### src/rtl/dlse_pkg.sv
package dlse_pkg;

  // standard opcodes of the line program
  localparam logic [7:0] OP_COPY      = 8'd1;
  localparam logic [7:0] OP_ADV_PC    = 8'd2;
  localparam logic [7:0] OP_ADV_LINE  = 8'd3;
  localparam logic [7:0] OP_CONST_ADD = 8'd8;

  // header values: opcode base 13, line base -1, line range 4
  localparam logic [7:0] OPC_BASE       = 8'd13;
  localparam logic [8:0] SPECIAL_MAX    = 9'd242;
  localparam logic [8:0] CONST_ADJ      = 9'd227;
  localparam logic [6:0] CONST_ADDR_LIM = 7'd120;

  // divide by 59 through a reciprocal: q = (a * DIV59_MUL) >> DIV59_SHIFT, exact for a < 2^31
  localparam logic [31:0] DIV59_MUL   = 32'd2329473788;
  localparam int          DIV59_SHIFT = 37;

  // depth of the queue between front and back
  localparam int FIFO_DEPTH = 2;

  // how the row is closed
  typedef enum logic [1:0] {
    FIN_ONE,    // copy or special opcode, one byte
    FIN_CONST,  // constant pc step then special opcode
    FIN_BIG     // pc advance with leb operand, then tail byte
  } fin_kind_e;

  // classified step, everything the back end needs
  typedef struct packed {
    logic        line_adv;
    logic [31:0] line_val;
    logic        addr_neg;
    logic [31:0] addr_val;
    fin_kind_e   kind;
    logic [7:0]  fin_byte;
    logic [31:0] big_val;
  } step_desc_t;

endpackage

### src/rtl/dlse_front.sv
module dlse_front import dlse_pkg::*; (
  input  logic        clk_i,
  input  logic        rst_ni,
  input  logic        in_valid_i,
  output logic        in_ready_o,
  input  logic [31:0] line_delta_i,
  input  logic [31:0] addr_delta_i,
  output logic        desc_valid_o,
  input  logic        desc_ready_i,
  output step_desc_t  desc_o
);

  logic        s1_v_q;
  logic        s1_line_adv_q;
  logic [31:0] s1_lu_q;
  logic [31:0] s1_au_q;
  logic [1:0]  s1_lp_q;
  logic [62:0] s1_prod_q;

  logic        in_win;
  logic [30:0] a_in;
  logic [62:0] prod_d;

  // line delta window and reciprocal product for the mod 59 split
  assign in_win     = (line_delta_i == 32'hFFFF_FFFF) || (line_delta_i <= 32'd2);
  assign a_in       = addr_delta_i[31] ? 31'd0 : addr_delta_i[30:0];
  assign prod_d     = 63'(a_in) * 63'(DIV59_MUL);
  assign in_ready_o = !s1_v_q || desc_ready_i;

  // input register stage
  always_ff @(posedge clk_i or negedge rst_ni) begin
    if (!rst_ni) begin
      s1_v_q <= 1'b0;
    end else if (in_ready_o) begin
      s1_v_q <= in_valid_i;
    end
  end

  always_ff @(posedge clk_i) begin
    if (in_ready_o && in_valid_i) begin
      s1_line_adv_q <= !in_win;
      s1_lu_q       <= line_delta_i;
      s1_au_q       <= addr_delta_i;
      s1_lp_q       <= in_win ? (line_delta_i[1:0] + 2'd1) : 2'd1;
      s1_prod_q     <= prod_d;
    end
  end

  logic [30:0] a;
  logic        a_short;
  logic [8:0]  t9;
  logic        is_copy;
  logic        is_special;
  logic        is_const;
  logic [25:0] q;
  logic [31:0] p;
  logic [5:0]  r;
  logic [7:0]  tail;

  // classification of the remaining deltas
  assign a          = s1_au_q[31] ? 31'd0 : s1_au_q[30:0];
  assign a_short    = (a[30:7] == '0);
  assign t9         = {a[6:0], 2'b00} + 9'(s1_lp_q);
  assign is_copy    = (a == '0) && (s1_lp_q == 2'd1);
  assign is_special = a_short && (t9 <= SPECIAL_MAX);
  assign is_const   = a_short && (a[6:0] < CONST_ADDR_LIM);

  // split a into 59*q plus remainder, remainder fits in six bits
  assign q    = s1_prod_q[62:DIV59_SHIFT];
  assign p    = {q, 6'b0} - 32'({q, 2'b00}) - 32'(q);
  assign r    = a[5:0] - p[5:0];
  assign tail = (s1_lp_q == 2'd1) ? OP_COPY
              : (8'(s1_lp_q) + {r, 2'b00} + OPC_BASE);

  // descriptor toward the queue
  always_comb begin
    desc_o          = '0;
    desc_o.line_adv = s1_line_adv_q;
    desc_o.line_val = s1_lu_q;
    desc_o.addr_neg = s1_au_q[31];
    desc_o.addr_val = s1_au_q;
    desc_o.big_val  = (s1_lp_q == 2'd1) ? {1'b0, a} : p;
    if (is_copy) begin
      desc_o.kind     = FIN_ONE;
      desc_o.fin_byte = OP_COPY;
    end else if (is_special) begin
      desc_o.kind     = FIN_ONE;
      desc_o.fin_byte = t9[7:0] + OPC_BASE;
    end else if (is_const) begin
      desc_o.kind     = FIN_CONST;
      desc_o.fin_byte = 8'(t9 - CONST_ADJ);
    end else begin
      desc_o.kind     = FIN_BIG;
      desc_o.fin_byte = tail;
    end
  end

  assign desc_valid_o = s1_v_q;

endmodule

### src/rtl/dlse_fifo.sv
module dlse_fifo import dlse_pkg::*; (
  input  logic       clk_i,
  input  logic       rst_ni,
  input  logic       push_valid_i,
  output logic       push_ready_o,
  input  step_desc_t push_data_i,
  output logic       pop_valid_o,
  input  logic       pop_ready_i,
  output step_desc_t pop_data_o
);

  localparam int PtrW = (FIFO_DEPTH > 1) ? $clog2(FIFO_DEPTH) : 1;
  localparam int CntW = $clog2(FIFO_DEPTH + 1);

  step_desc_t      mem_q [FIFO_DEPTH];
  logic [PtrW-1:0] wr_ptr_q, rd_ptr_q;
  logic [CntW-1:0] cnt_q;
  logic            push, pop;

  assign push_ready_o = (cnt_q != CntW'(FIFO_DEPTH));
  assign pop_valid_o  = (cnt_q != '0);
  assign push         = push_valid_i && push_ready_o;
  assign pop          = pop_valid_o && pop_ready_i;
  assign pop_data_o   = mem_q[rd_ptr_q];

  // storage
  always_ff @(posedge clk_i) begin
    if (push) begin
      mem_q[wr_ptr_q] <= push_data_i;
    end
  end

  // pointers and fill count
  always_ff @(posedge clk_i or negedge rst_ni) begin
    if (!rst_ni) begin
      wr_ptr_q <= '0;
      rd_ptr_q <= '0;
      cnt_q    <= '0;
    end else begin
      if (push) begin
        wr_ptr_q <= (wr_ptr_q == PtrW'(FIFO_DEPTH - 1)) ? '0 : wr_ptr_q + 1'b1;
      end
      if (pop) begin
        rd_ptr_q <= (rd_ptr_q == PtrW'(FIFO_DEPTH - 1)) ? '0 : rd_ptr_q + 1'b1;
      end
      if (push && !pop) begin
        cnt_q <= cnt_q + 1'b1;
      end else if (pop && !push) begin
        cnt_q <= cnt_q - 1'b1;
      end
    end
  end

endmodule

### src/rtl/dlse_back.sv
module dlse_back import dlse_pkg::*; (
  input  logic       clk_i,
  input  logic       rst_ni,
  input  logic       head_valid_i,
  input  step_desc_t head_i,
  output logic       pop_o,
  output logic       out_valid_o,
  input  logic       out_ready_i,
  output logic [7:0] out_byte_o,
  output logic       out_last_o
);

  typedef enum logic [3:0] {
    ST_START,
    ST_LINE_OP,
    ST_LINE_SLEB,
    ST_ADDR_OP,
    ST_ADDR_SLEB,
    ST_FIN_OP,
    ST_FIN2,
    ST_BIG_SLEB,
    ST_TAIL
  } state_e;

  state_e      state_q, state_d, cur;
  logic [31:0] v_q, v_d;
  logic        out_v_q;
  logic [7:0]  byte_q;
  logic        last_q;

  logic        adv, fire;
  logic [7:0]  byte_d;
  logic        last_d;

  // leb128 digit of the working value
  logic [31:0] vn;
  logic        sleb_done;
  assign vn        = 32'($signed(v_q) >>> 7);
  assign sleb_done = v_q[31] ? ((&vn) && v_q[6]) : ((vn == '0) && !v_q[6]);

  assign adv  = !out_v_q || out_ready_i;
  assign fire = adv && head_valid_i;

  // first step of a new word is taken straight from the queue head
  always_comb begin
    cur = state_q;
    if (state_q == ST_START) begin
      if (head_i.line_adv) begin
        cur = ST_LINE_OP;
      end else if (head_i.addr_neg) begin
        cur = ST_ADDR_OP;
      end else begin
        cur = ST_FIN_OP;
      end
    end
  end

  // byte selection and next step
  always_comb begin
    state_d = cur;
    v_d     = v_q;
    byte_d  = '0;
    last_d  = 1'b0;
    unique case (cur)
      ST_LINE_OP: begin
        byte_d  = OP_ADV_LINE;
        v_d     = head_i.line_val;
        state_d = ST_LINE_SLEB;
      end
      ST_LINE_SLEB: begin
        byte_d = {!sleb_done, v_q[6:0]};
        v_d    = vn;
        if (sleb_done) begin
          state_d = head_i.addr_neg ? ST_ADDR_OP : ST_FIN_OP;
        end
      end
      ST_ADDR_OP: begin
        byte_d  = OP_ADV_PC;
        v_d     = head_i.addr_val;
        state_d = ST_ADDR_SLEB;
      end
      ST_ADDR_SLEB: begin
        byte_d = {!sleb_done, v_q[6:0]};
        v_d    = vn;
        if (sleb_done) begin
          state_d = ST_FIN_OP;
        end
      end
      ST_FIN_OP: begin
        case (head_i.kind)
          FIN_CONST: begin
            byte_d  = OP_CONST_ADD;
            state_d = ST_FIN2;
          end
          FIN_BIG: begin
            byte_d  = OP_ADV_PC;
            v_d     = head_i.big_val;
            state_d = ST_BIG_SLEB;
          end
          default: begin
            byte_d  = head_i.fin_byte;
            last_d  = 1'b1;
            state_d = ST_START;
          end
        endcase
      end
      ST_FIN2: begin
        byte_d  = head_i.fin_byte;
        last_d  = 1'b1;
        state_d = ST_START;
      end
      ST_BIG_SLEB: begin
        byte_d = {!sleb_done, v_q[6:0]};
        v_d    = vn;
        if (sleb_done) begin
          state_d = ST_TAIL;
        end
      end
      ST_TAIL: begin
        byte_d  = head_i.fin_byte;
        last_d  = 1'b1;
        state_d = ST_START;
      end
      default: begin
        state_d = ST_START;
      end
    endcase
  end

  assign pop_o = fire && last_d;

  // sequencer state and output word register
  always_ff @(posedge clk_i or negedge rst_ni) begin
    if (!rst_ni) begin
      state_q <= ST_START;
      v_q     <= '0;
      out_v_q <= 1'b0;
      byte_q  <= '0;
      last_q  <= 1'b0;
    end else if (fire) begin
      state_q <= state_d;
      v_q     <= v_d;
      out_v_q <= 1'b1;
      byte_q  <= byte_d;
      last_q  <= last_d;
    end else if (adv) begin
      out_v_q <= 1'b0;
    end
  end

  assign out_valid_o = out_v_q;
  assign out_byte_o  = byte_q;
  assign out_last_o  = last_q;

endmodule

### src/rtl/dwarf_line_step_encoder.sv
// Line-table step encoder: turns one (line delta, address delta) pair into
// the bytes of a line-number program row (line base -1, line range 4,
// opcode base 13).
// Input stream: s_axis_tdata carries line_delta in bits 31:0 and
// addr_delta in bits 63:32, both signed. A word is taken when tvalid and
// tready are high at a rising edge.
// Output stream: one program byte per word on m_axis_tdata, m_axis_tlast
// marks the final byte of the pair (1 to 13 bytes per pair).
// On the way out, the first byte of a pair passes the input register, the
// queue and the output register.
// Throughput: the byte sequencer emits one byte per cycle while the receiver
// is ready; one-byte rows sustain one pair per cycle.
// A two-entry queue between the classifier and the sequencer lets the input
// keep flowing while a long row is emitted, and the input stalls once the
// queue is full.
// When the receiver drops tready the output word holds, the sequencer stops
// and back pressure reaches the input through the queue; nothing is lost.
// Reset (rst_ni low, asynchronous) empties all stages and the queue.
module dwarf_line_step_encoder import dlse_pkg::*; (
  input  logic        clk_i,
  input  logic        rst_ni,
  input  logic        s_axis_tvalid,
  output logic        s_axis_tready,
  input  logic [63:0] s_axis_tdata,   // [31:0] line_delta, [63:32] addr_delta
  output logic        m_axis_tvalid,
  input  logic        m_axis_tready,
  output logic [7:0]  m_axis_tdata,   // [7:0] out_byte
  output logic        m_axis_tlast    // last_byte
);

  logic       desc_valid, desc_ready;
  step_desc_t desc;
  logic       head_valid, pop;
  step_desc_t head;

  // classifier
  dlse_front u_front (
    .clk_i        (clk_i),
    .rst_ni       (rst_ni),
    .in_valid_i   (s_axis_tvalid),
    .in_ready_o   (s_axis_tready),
    .line_delta_i (s_axis_tdata[31:0]),
    .addr_delta_i (s_axis_tdata[63:32]),
    .desc_valid_o (desc_valid),
    .desc_ready_i (desc_ready),
    .desc_o       (desc)
  );

  // decoupling queue
  dlse_fifo u_fifo (
    .clk_i        (clk_i),
    .rst_ni       (rst_ni),
    .push_valid_i (desc_valid),
    .push_ready_o (desc_ready),
    .push_data_i  (desc),
    .pop_valid_o  (head_valid),
    .pop_ready_i  (pop),
    .pop_data_o   (head)
  );

  // byte sequencer
  dlse_back u_back (
    .clk_i        (clk_i),
    .rst_ni       (rst_ni),
    .head_valid_i (head_valid),
    .head_i       (head),
    .pop_o        (pop),
    .out_valid_o  (m_axis_tvalid),
    .out_ready_i  (m_axis_tready),
    .out_byte_o   (m_axis_tdata),
    .out_last_o   (m_axis_tlast)
  );

endmodule
### config.mk
export PLATFORM = sky130hd
export DESIGN_NAME = dwarf_line_step_encoder
export DESIGN_NICKNAME = d
export VERILOG_FILES = /design/src/rtl/dlse_pkg.sv /design/src/rtl/dlse_front.sv /design/src/rtl/dlse_fifo.sv /design/src/rtl/dlse_back.sv /design/src/rtl/dwarf_line_step_encoder.sv
export SDC_FILE = /design/constraint.sdc
export NUM_CORES = 2
export LEC_CHECK = 0
export BUFFER_PORTS_ARGS = -buffer_cell sky130_fd_sc_hd__buf_2
export CORE_MARGIN = 1
export CORE_UTILIZATION = 30
export DETAILED_ROUTE_END_ITERATION = 16
export PLACE_DENSITY = 0.47
export SETUP_SLACK_MARGIN = 0.05
export SLEW_MARGIN = 10
export SYNTH_ARGS = -nofsm -noshare
export SYNTH_HDL_FRONTEND = slang
export SYNTH_SLANG_ARGS = --single-unit
### constraint.sdc
create_clock -name clk_i -period 6.71 [get_ports clk_i]
set_input_delay 1.342 -clock clk_i [delete_from_list [all_inputs] [get_ports clk_i]]
set_output_delay 1.342 -clock clk_i [all_outputs]
set_load 0.02 [all_outputs]
---- Word level (Yosys, flattened, before mapping) ----
Memory sizes are Yosys's and may differ from the RTL's.
Index checks and enable logic that the tools add are counted.
Widths: inputs -> output; s select.
operators by class
  add/sub/neg operators ................... 13
  multipliers ............................. 1
  order comparisons ....................... 3
  equal/unequal tests ..................... 14
  mux-type cells .......................... 30
  bitwise operators ....................... 1
  reductions and logical operators ........ 37
operators by type and width
  kind                    number
  $pmux 32 s4             1
  $mux 32                 2
  $mux 31                 2
  $mul 31x30->61 const B  1
  $pmux 8 s5              1
  $eq 32x32->1 const B    1
  $le 32x2->1 const B     1
  $logic_not 32->1        1
  $sub 32x26->32          1
  $sub 32x28->32          1
  $logic_not 31->1        1
  $mux 10                 3
  $reduce_and 25->1       1
  $logic_not 24->1        1
  $pmux 4 s6              1
  $mux 4                  5
  $add 8x4->8 const B     2
  $eq 4x3->1 const B      4
  $pmux 8 s2              1
  $logic_and 1x1->1       12
  $add 9x2->9             1
  $le 9x8->1 const B      1
  $add 2x8->8             1
  $eq 4x2->1 const B      2
  other kinds (29)        51
storage, ports and cells
  register bits after elaboration ......... 179
  RAM bits ................................ 216
  input bits .............................. 68
  output and inout port bits .............. 11
  word-level logic and storage cells ...... 115
  memories ................................ 1
memories
  name          depth  bits a word  read ports  clocked after Yosys merged registers in  wr ports  RTL line         RTL
  u_fifo.mem_q  2      108          1           0                                        1         dlse_fifo.sv:15  step_desc_t mem_q [FIFO_DEPTH];

---- Depth between registers and ports, before layout ----
An unclocked memory read counts as a cell.
  depth in word-level cells ............... 12
  mapped depth ............................ 31
  mapped depth without buffers ............ 28

---- Cells and area by module ----
Synthesis repeated with hierarchy kept, for this count alone.
second synthesis, totals
  cells, all modules ...................... 2866
  area total of the unflattened synthesis .. 33592.2 um^2
modules (own cells, without submodules)
  module      times used  cells each  area an instance (um^2)  seq. area each (um^2)
  dlse_front  1           2237        22620.4                  2817.7
  dlse_fifo   1           354         8012.7                   6586.3
  dlse_back   1           275         2959.1                   1151.1

---- Least setup slack after synthesis ----
Ideal clock, no wire load.
  kind .................................... in2reg
  start point ............................. input s_axis_tdata[63]
  end point ............................... register u_front.s1_prod_q[38], data pin
  setup time .............................. 0.260 ns
  arrival ................................. 8.519 ns
  data required time ...................... 6.450 ns
  setup slack ............................. -2.068 ns
  cell stages on the path ................. 26
  cells stage by stage .................... clkbuf_1 -> clkbuf_1 -> clkbuf_1 -> nand2b_1 -> inv_1 -> fa_1 -> ha_1 -> fa_1 -> fa_1 -> fa_1 -> fa_1 -> fa_1 -> inv_1 -> fa_1 -> inv_1 -> ha_1 -> a21o_1 -> a21o_1 -> a21o_1 -> a21o_1 -> a21oi_1 -> o21bai_1 -> a211o_1 -> or3_1 -> o31ai_2 -> xnor2_1
on the way
  longest elaborated chain between the ends .. 2
ends and longest elaborated chain
  what                    RTL line                       RTL
  from (decl)             dwarf_line_step_encoder.sv:24  input logic [63:0] s_axis_tdata,
  $mux 31                 dlse_front.sv:26               assign a_in = addr_delta_i[31] ? 31'd0 : addr_delta_i[30:0];
  $mul 31x30->61          dlse_front.sv:27               assign prod_d = 63'(a_in) * 63'(DIV59_MUL);
  net u_front.prod_d[38]  dlse_front.sv:22               logic [62:0] prod_d;
  to (signal assigned)    dlse_front.sv:45               s1_prod_q <= prod_d;
  to (decl)               dlse_front.sv:18               logic [62:0] s1_prod_q;
The timed path passes the listed nets, and every way through them passes these cells.
A chain may end at the register's enable or synchronous reset.

---- Worst setup path in the final report ----
  start point ............................. input s_axis_tdata[63]
  end point ............................... register u_front.s1_prod_q[57], data pin
Same word-level chain as after synthesis.

==> reports/results.ini <==
[outcome]
status=complete, but fails checks
failed_checks=negative setup slack

[grt]
globalRoute.totalOverflow=0
grt_usage_pct=17.79
grt_max_degree=70
antenna_found_initial=3
grt_first_pass_wirelength_um=149500
grt_pass1_vias=23920

[worst_setup_path]
crit_end=u_front.s1_prod_q[57]
timing.rr.end=u_fifo.mem_q[1][31]
cpPeakStageDelay_ps=610
cp-end-kind=flip-flop
cpMostUsedCell=fa_1
reg2reg_depth=13
cp_slowest_cell=fa_2
startpoint=s_axis_tdata[63]
cp_max_fo=6
cp.required_ps=7010
start_kind=primary input
path_delay_family=adder cells
crit_buf_inv=8
crit_arrival_ps=7880
reg2reg_slack_ps=2910
critPathKind=primary input to flip-flop
r2r-start=u_front.s1_prod_q[45]
critical_path_depth=27

[clock_tree]
cts_tree=built
clk_pin_slew_ps=60
cts_buffer_depth=3
postCtsHoldBufs=0
cts_buffers=40
insertion_delay_ps=580
h-tree-depth=2
clkSinkCount=358
cts_root_buf=clkbuf_16

[synthesis]
synth_top_area_share_pct=27.67
synth-seq-cells=358
synth_area_leaders=edfxtp_1 28%, fa_1 24%, ha_1 15%
synth.largest_area_cell=edfxtp_1
netlist_instances=2990
syn_area_mm2=0.03332
synth_common_cells=520 x inv_1, 394 x fa_1, 389 x ha_1
ys_warn_count=0
yosysMostFrequentCell=inv_1
ys_types=70
ys_seq_area_share_pct=31.50
synthFlopType=edfxtp_1
async_reset_ff_share_pct=14.25
synth_area_per_cell_um2=11.14
synth-edff-count=307
synth_fp_nets=3841

[finish]
layout-drive-gt1-share_pct=27.17
fin_util_pct=38.59
area_delta_synth_final_pct=26.77
nets=4366

[drt]
avgViaCountPerCell=4.600
vias=23100
drtPass1Iterations=5
routedWlPerCell_um=19.83
drcViolationCount=0
totalWireLength_um=99580
antenna_left=0
first_iter_violations=1177

[timing]
slew_violations=0
setup_tns_ps=-17190
finalCriticalPeriod_ps=7582
setup_viol=26
finalHoldViolCount=0
worstMarginPinSlew_ps=1163
fmax_mhz=131.9
finClkSkew_ps=26.81
fin_ws_ps=-871.6
rsz0062_at_grt=yes
fin_crit_sh_pct=113.0
slew_headroom_pct=22.50

[placement]
gp_congestion=0.8654
port_buffers=78
hpwl_um=82270

[floorplan]
fp.dieArea_mm2=0.1124
num_io_pins=79
floorplan.initialDensity_pct=30.44
fp-row-count=121
die_y_um=335.3
dieWidth_um=335.3
coreArea_mm2=0.1095

[run]
cap_violations=0

[worst_hold_path]
hold_class=flip-flop to flip-flop

[state kept, by name, summed over array words and instances (netlist names), 4 cells and up]
name,count
u_back.out_byte_o,8
u_fifo.mem_q,214
u_back.v_q,32
u_back.state_q,4
u_front.s1_prod_q,26
u_front.s1_lu_q,32
u_front.s1_au_q,32
[how the worst min path moves through the flow]
| stage | startpoint | end | slack (ps) | cells after the start |
|---|---|---|---|---|
| floorplan | u_front.s1_lu_q[25] | u_fifo.mem_q[0][100] | 420 | 0 |
| global placement | u_front.s1_lu_q[12] | u_fifo.mem_q[0][87] | 420 | 0 |
| detailed placement | u_front.s1_lu_q[0] | u_fifo.mem_q[0][75] | 430 | 0 |
| CTS | u_front.s1_lu_q[0] | u_fifo.mem_q[0][75] | 440 | 0 |
| global route | u_front.s1_line_adv_q | u_fifo.mem_q[1][107] | 450 | 0 |
| finish | u_front.s1_lu_q[0] | u_fifo.mem_q[1][75] | 440 | 0 |
[kinds of logic after synthesis]
| logic type | share of synthesized area, % |
|---|---|
| AO/OA/AOI/OAI | 7.386 |
| XOR/XNOR | 3.916 |
| adder cells (fa/ha/maj) | 38.28 |
| buffers and inverters | 6.883 |
| flip-flops | 31.50 |
| multiplexers | 3.432 |
| AND/OR/NAND/NOR | 8.610 |
[metal layers]
metal	share of wire [%]	routed length, um	vias up	GRT usage, %
li1	-	-	11070	-
met1	49	48440	11460	25.95
met2	45	44740	474	28.03
met3	4.8	4775	91	2.680
met4	1.6	1608	2	3.109
met5	0.013	13	-	0
[stage by stage]
stage | hold slack (ps) | instance area (um2) | std cells | setup slack, ps
finish | 442.7 | 42240 | 5021 | -871.6
global route | 448.8 | 42240 | 5020 | -1077
CTS | 443.7 | 41270 | 5003 | -1009
detailed placement | 429.8 | 39010 | 4901 | -1933
global placement | 422.0 | 39010 | 4901 | -1858
floorplan | 421.5 | 33780 | 2990 | -1224
[layout by cell type, fill, tap and decap left out, drive strengths merged, types with 6 or more instances in the layout]
cell and count:
o21bai 7, edfxtp 307, o22ai 16, inv 519, o21ai 112, fa 394
o211ai 9, a31oi 16, nand3 16, o221ai 26, a21oi 112, buf 568
mux2i 76, dfrtp 51, nand2 190, a211oi 13, clkinv 20, and3 13
ha 389, clkbuf 49, or2 7, nand4 22, or3 6, a21o 29
and2 52, nor2 134, nand2b 33, nor3 27, nor4 25, nor2b 52
xnor2 101, xor2 48, mux2 34
[area by class of cell]
cell class	instances	area, um2
Clock buffer	47	1049
Timing Repair Buffer	570	4452
Sequential cell	358	10500
Clock inverter	24	207.7
Inverter	521	1978
Fill cell	10800	67220
Multi-Input combinational cell	2024	22210
Tap cell	1476	1847
Antenna cell	1	2.502
[timing repair]
item / 4_1_cts / 5_1_grt
pin swaps: 99 / 126
setup endpoints to repair: 26 / 26
gates cloned: 4 / 0
gates resized for setup: 151 / 170
buffers inserted: 28 / 22
Power is not shown: default switching activity piles up to over one toggle a cycle in this logic, so the estimate is an artifact.
